==> src/rtl/core/tangent_crossing_test_macros.svh <==
// assertion macros shared by the tangent crossing test files
`ifndef TANGENT_CROSSING_TEST_MACROS_SVH
`define TANGENT_CROSSING_TEST_MACROS_SVH

// same-cycle implication, disabled during reset
`define TCT_ASSERT_NOW(label, ante, cons) \
  label: assert property (@(posedge clk) disable iff (!rst_n) (ante) |-> (cons)) \
    else $error("tct assertion failed");

// next-cycle implication, disabled during reset
`define TCT_ASSERT_NEXT(label, ante, cons) \
  label: assert property (@(posedge clk) disable iff (!rst_n) (ante) |=> (cons)) \
    else $error("tct assertion failed");

`endif

==> src/rtl/core/tct_pkg.sv <==
// types, constants and helper functions of the tangent crossing test
package tct_pkg;

  localparam int ANGLE_BITS    = 16;
  localparam int CORDIC_STAGES = 16;
  localparam int COORD_W       = 32;
  localparam int XW            = 36;
  localparam int TURN_W        = 32;
  localparam int TOL_W         = 10;
  localparam int IDX_W         = 5;
  localparam int NUM_LANES     = 4;
  localparam int CMP_W         = ((ANGLE_BITS > TOL_W) ? ANGLE_BITS : TOL_W) + 1;
  localparam int ROUND_SHIFT   = TURN_W - ANGLE_BITS;

  localparam int LANE_A0 = 0;
  localparam int LANE_A1 = 1;
  localparam int LANE_B0 = 2;
  localparam int LANE_B1 = 3;

  localparam logic [TURN_W-1:0] TURN_ZERO    = 32'h0000_0000;
  localparam logic [TURN_W-1:0] TURN_QUARTER = 32'h4000_0000;
  localparam logic [TURN_W-1:0] TURN_HALF    = 32'h8000_0000;
  localparam logic [TURN_W-1:0] TURN_3Q      = 32'hC000_0000;

  localparam logic [TURN_W:0] ROUND_HALF = (33'd1 << ROUND_SHIFT) >> 1;

  // atan(2^-i) in turns scaled by 2^32
  localparam logic [TURN_W-1:0] ATAN_TAB [32] = '{
    32'd536870912, 32'd316933406, 32'd167458907, 32'd85004756, 32'd42667331,
    32'd21354465, 32'd10679838, 32'd5340245, 32'd2670163, 32'd1335087,
    32'd667544, 32'd333772, 32'd166886, 32'd83443, 32'd41722, 32'd20861,
    32'd10430, 32'd5215, 32'd2608, 32'd1304, 32'd652, 32'd326, 32'd163,
    32'd81, 32'd41, 32'd20, 32'd10, 32'd5, 32'd3, 32'd1, 32'd1, 32'd0
  };

  typedef logic signed [COORD_W-1:0] coord_t;

  typedef struct packed {
    coord_t x;
    coord_t y;
  } point_t;

  typedef point_t [NUM_LANES-1:0] points_t;

  typedef struct packed {
    logic signed [XW-1:0] x;
    logic signed [XW-1:0] y;
    logic [TURN_W-1:0]    z;
    logic                 exact;
  } vec_t;

  typedef vec_t [NUM_LANES-1:0] lanes_t;

  typedef logic [ANGLE_BITS-1:0] angle_t;
  typedef angle_t [NUM_LANES-1:0] angles_t;

  function automatic angle_t round_angle(input logic [TURN_W-1:0] z);
    logic [TURN_W:0] s;
    s = {1'b0, z} + ROUND_HALF;
    return s[TURN_W-1 -: ANGLE_BITS];
  endfunction

  function automatic logic inside_arc(input angle_t lo, input angle_t hi, input angle_t t,
                                      input logic [TOL_W-1:0] tol);
    logic [CMP_W-1:0] lo_e;
    logic [CMP_W-1:0] hi_e;
    logic [CMP_W-1:0] t_e;
    logic [CMP_W-1:0] tol_e;
    logic             above;
    logic             below;
    lo_e  = CMP_W'(lo);
    hi_e  = CMP_W'(hi);
    t_e   = CMP_W'(t);
    tol_e = CMP_W'(tol);
    above = t_e > (lo_e + tol_e);
    below = (t_e + tol_e) < hi_e;
    return (lo <= hi) ? (above && below) : (above || below);
  endfunction

endpackage

==> src/rtl/core/tct_prerot.sv <==
// input stage: axis cases, half-turn pre-rotation and widening of the four vectors
module tct_prerot import tct_pkg::*; (
  input  logic    clk,
  input  logic    rst_n,
  input  logic    in_valid,
  output logic    in_ready,
  input  points_t in_points,
  output logic    out_valid,
  input  logic    out_ready,
  output lanes_t  out_data
);

  `include "tangent_crossing_test_macros.svh"

  logic   valid_r;
  lanes_t data_r;
  lanes_t data_nxt;

  always_comb begin
    logic signed [XW-1:0] xe;
    logic signed [XW-1:0] ye;
    for (int l = 0; l < NUM_LANES; l++) begin
      xe = XW'(in_points[l].x);
      ye = XW'(in_points[l].y);
      data_nxt[l].x     = xe;
      data_nxt[l].y     = ye;
      data_nxt[l].z     = TURN_ZERO;
      data_nxt[l].exact = 1'b0;
      if (in_points[l].y == '0) begin
        data_nxt[l].z     = (in_points[l].x < 0) ? TURN_HALF : TURN_ZERO;
        data_nxt[l].exact = 1'b1;
      end else if (in_points[l].x == '0) begin
        data_nxt[l].z     = (in_points[l].y > 0) ? TURN_QUARTER : TURN_3Q;
        data_nxt[l].exact = 1'b1;
      end else if (in_points[l].x < 0) begin
        data_nxt[l].x = -xe;
        data_nxt[l].y = -ye;
        data_nxt[l].z = TURN_HALF;
      end
    end
  end

  assign in_ready  = !valid_r || out_ready;
  assign out_valid = valid_r;
  assign out_data  = data_r;

  always_ff @(posedge clk) begin
    if (!rst_n) begin
      valid_r <= 1'b0;
    end else if (in_ready) begin
      valid_r <= in_valid;
    end
  end

  always_ff @(posedge clk) begin
    if (in_ready && in_valid) begin
      data_r <= data_nxt;
    end
  end

  // exact lanes sit on a quarter-turn boundary; checked here on lane A0
  `TCT_ASSERT_NOW(exact_on_axis, valid_r && data_r[LANE_A0].exact,
                  data_r[LANE_A0].z[TURN_W-3:0] == '0)

endmodule

==> config.mk <==
export PLATFORM = sky130hd
export DESIGN_NAME = tct_prerot
export DESIGN_NICKNAME = d
export VERILOG_FILES = /design/src/rtl/core/tct_pkg.sv /design/src/rtl/core/tct_prerot.sv
export VERILOG_INCLUDE_DIRS = /design/src /design/src/rtl/core
export SDC_FILE = /design/constraint.sdc
export NUM_CORES = 1
export LEC_CHECK = 0
export BUFFER_PORTS_ARGS = -buffer_cell sky130_fd_sc_hd__buf_2
export CAP_MARGIN = 20
export CORE_AREA = 2 2 268 270
export CTS_CLUSTER_DIAMETER = 200
export DETAILED_ROUTE_END_ITERATION = 12
export DIE_AREA = 0 0 270 272
export GPL_ROUTABILITY_DRIVEN = 0
export PLACE_DENSITY_LB_ADDON = 0.15
export SYNTH_ARGS = -nofsm -noshare
export SYNTH_HDL_FRONTEND = slang
export SYNTH_SLANG_ARGS = --single-unit
==> constraint.sdc <==
create_clock -name clk -period 11.81 [get_ports clk]
set_input_delay 1.181 -clock clk [delete_from_list [all_inputs] [get_ports clk]]
set_output_delay 1.181 -clock clk [all_outputs]
set_load 0.005 [all_outputs]
==> results.sh <==
export IMPL_outcome="completed"
export IMPL_p_leak_uw=0.00813
export IMPL_worstPathArrival_ns=3.76
export IMPL_grt_overflow_total=0
export IMPL_drv_cap=0
export IMPL_synth_compound_area_share_pct=8.69
export IMPL_cts_made_buffers=41
export IMPL_cts_tree="done"
export IMPL_antenna_found_initial=6
export IMPL_ys_seq_area_share_pct=56.9
export IMPL_synth_largest_area_cell="edfxtp_1"
export IMPL_synth_area_um2=15900
export IMPL_yosys_top_cells_area="edfxtp_1, xnor2_1, buf_4, xor2_1, nor2_1"
export IMPL_power_density_nw_per_um2=139
export IMPL_ys_ff_latch=301
export IMPL_synth_cells=1355
export IMPL_dpl_worst_slack_ns=7.60
export IMPL_worstSetupEndpointType="flip-flop"
export IMPL_drv_slew=0
export IMPL_synth_edf_count=300
export IMPL_fin_skew_ns=0.0244
export IMPL_io_pin_count=682
export IMPL_yosysWarnings=0
export IMPL_core_um2=70800
export IMPL_timing_rr_start="out_valid"
export IMPL_wire_per_inst_um=19.1
export IMPL_cp_required_ns=12.09
export IMPL_start_util_pct=22.4
export IMPL_synth_xor_area_share_pct=12.4
export IMPL_hp_class="flip-flop to flip-flop"
export IMPL_clkSlewWorstSetupHoldPaths_ns=0.06
export IMPL_setup_viol=0
export IMPL_post_dp_hpwl_mm=43.9
export IMPL_finalCritPeriodShare_pct=29.4
export IMPL_synthFlopType="edfxtp_1"
export IMPL_cts_buffer_depth=3
export IMPL_tightest_slew_ns=1.05
export IMPL_synthArstFlopShare_pct=0
export IMPL_dr_pass1_iters=5
export IMPL_wirelength_mm=55.7
export IMPL_hp_start="out_valid"
export IMPL_grt_max_degree=84
export IMPL_num_rows=98
export IMPL_num_vias=12500
export IMPL_yosys_area_share_simple_pct=13.0
export IMPL_grtUsageTotal_pct=14.3
export IMPL_worst_r2r_setup_slack_ns=8.86
export IMPL_cts_root_buf="clkbuf_16"
export IMPL_period_minus_slack_ns=3.48
export IMPL_hold_violations=0
export IMPL_slew_headroom_pct=29.7
export IMPL_hold_depth=2
export IMPL_via_per_inst=4.29
export IMPL_drive_gt1_share_pct=33.5
export IMPL_fin_nets=2210
export IMPL_worstSkewPairLatency_ns=0.56
export IMPL_grt_pass1_vias=12100
export IMPL_reg2reg_to="out_data[192]"
export IMPL_die_y_um=272
export IMPL_die_w_um=270
export IMPL_area_growth_pct=30.3
export IMPL_fin_tns_setup_ns=0
export IMPL_min_delay_worst_endpoint="out_valid"
export IMPL_stdcell_count=2918
export IMPL_cts_setup_buffers=0
export IMPL_port_buffers=561
export IMPL_hold_buffers=0
export IMPL_setup_ws_ns=8.33
export IMPL_die_area_um2=73400
export IMPL_placedCellCount=2844
export IMPL_worstSetupPathType="input pin to flip-flop"
export IMPL_synth_adder_area_share_pct=0.947
export IMPL_avgSynthCellArea_um2=11.7
export IMPL_first_iter_violations=663
export IMPL_holdWs_ns=0.545
export IMPL_ys_types=55
export IMPL_ant_nets=0
export IMPL_grt_pass1_wl_mm=79.5
export IMPL_htreeDepth=2
export IMPL_critPathLaunchType="input pin"
export IMPL_rsz0062_at_grt="no"
export IMPL_reg2reg_depth=5
export IMPL_ctsResizeCount=0
export IMPL_clock_sinks=301
export IMPL_path_max_fanout=7
export IMPL_synth_top_family_by_area="simple AND/OR/NAND/NOR gates"
export IMPL_vdd_drop_max_uv=92.0
export IMPL_synthMuxAreaShare_pct=0.355
export IMPL_synth_top_area_share_pct=56.8
export IMPL_fmax_ghz=0.288
export IMPL_drc=0
==> cell usage after synthesis, drive strengths merged (6+ instances only) <==
master,n
or3,16
inv,39
a21oi,61
o41ai,25
o21ai,57
or4,31
nand3,15
xnor2,131
nand4,11
or2,6
xor2,94
nor3,47
nand2,64
clkbuf,23
nor4b,6
o31ai,47
buf,132
ha,12
a31oi,12
nor2,119
nand2b,12
edfxtp,300
nor4,41
==> logic make-up after synthesis <==
group / count (synthesis)
other cells: 1
buf+inv: 198
mux: 5
fa+ha+maj: 12
flops: 301
simple gates: 395
xor+xnor: 225
compound gates: 218
==> worst max-delay path, cell delays in order <==
cell and delay, ns:
buf_2 0.12, inv_1 0.05, ha_1 0.15, or3b_2 0.56, or4_4 0.60, nor3_1 0.43
inv_1 0.23, ha_1 0.33, o21ai_0 0.09
==> state kept, by name (all words and copies together) (netlist names) <==
register	flops
out_data	300
out_valid	1
==> how the worst max path moves through the flow <==
| stage | start | to | slack, ns | depth (start not counted) |
|---|---|---|---|---|
| final | in_points[64] | out_data[170] | 8.33 | 9 |
| after global routing | in_points[64] | out_data[170] | 8.13 | 9 |
| after CTS | out_ready | out_data[188] | 8.20 | 5 |
| after detailed placement | out_ready | out_data[187] | 7.60 | 5 |
| after global placement | out_ready | out_data[186] | 7.65 | 5 |
| after floorplan | out_ready | out_data[0] | 2.97 | 2 |
==> cell usage in the layout, fill, tap and decap left out, types with 7 or more instances in the layout <==
cell and count:
xor2_1 94, o31ai_1 44, nor2_1 119, edfxtp_1 300, nand4_1 11, ha_1 12, buf_2 561, clkinv_1 14
nor4_1 40, a21oi_1 61, xnor2_1 131, clkbuf_1 7, a31oi_1 12, o21ai_1 10, or3_1 15, o41ai_1 24
nand2_1 64, clkbuf_16 42, nand3_1 15, inv_1 39, buf_4 14, or4_1 28, o21ai_0 47, conb_1 120
nand2b_1 12, nor3_1 47
==> power breakdown <==
part	internal [µW]	switching [µW]	leakage, µW	total [µW]
Sequential	1280	21.5	0.00292	1310
Combinational	154	234	0.00461	388
Clock	691	490	0.000601	1180
Total	2130	746	0.00813	2880
==> per-layer routing <==
metal | vias to the layer above | GRT usage [%] | share of wire, %
met1 | 5993 | 17.7 | 42
met3 | 65 | 3.86 | 7.0
met4 | 0 | 4.18 | 2.4
met5 | - | 0 | 0
met2 | 505 | 24.3 | 49
li1 | 5945 | - | -
==> final cells by class <==
type                            count  area, µm²
Sequential cell                   301       9030
Antenna cell                        2       5.00
Clock inverter                     22        170
Timing Repair Buffer              576       2940
Fill cell                        7513      50100
Inverter                           43        161
Clock buffer                       49       1080
Tap cell                          950       1190
Multi-Input combinational cell    975       6090
==> per-stage QoR <==
| stage | power, µW | utilization [%] | cell area, µm² |
|---|---|---|---|
| finish | 2880 | 29.2 | 20700 |
| global route | 3010 | 29.2 | 20700 |
| CTS | 2930 | 29.2 | 20600 |
| detailed placement | 1720 | 27.4 | 19400 |
| global placement | 1720 | 27.4 | 19400 |
| floorplan | 1530 | - | 16300 |
No activity file was read; power rests on OpenSTA's default activity.
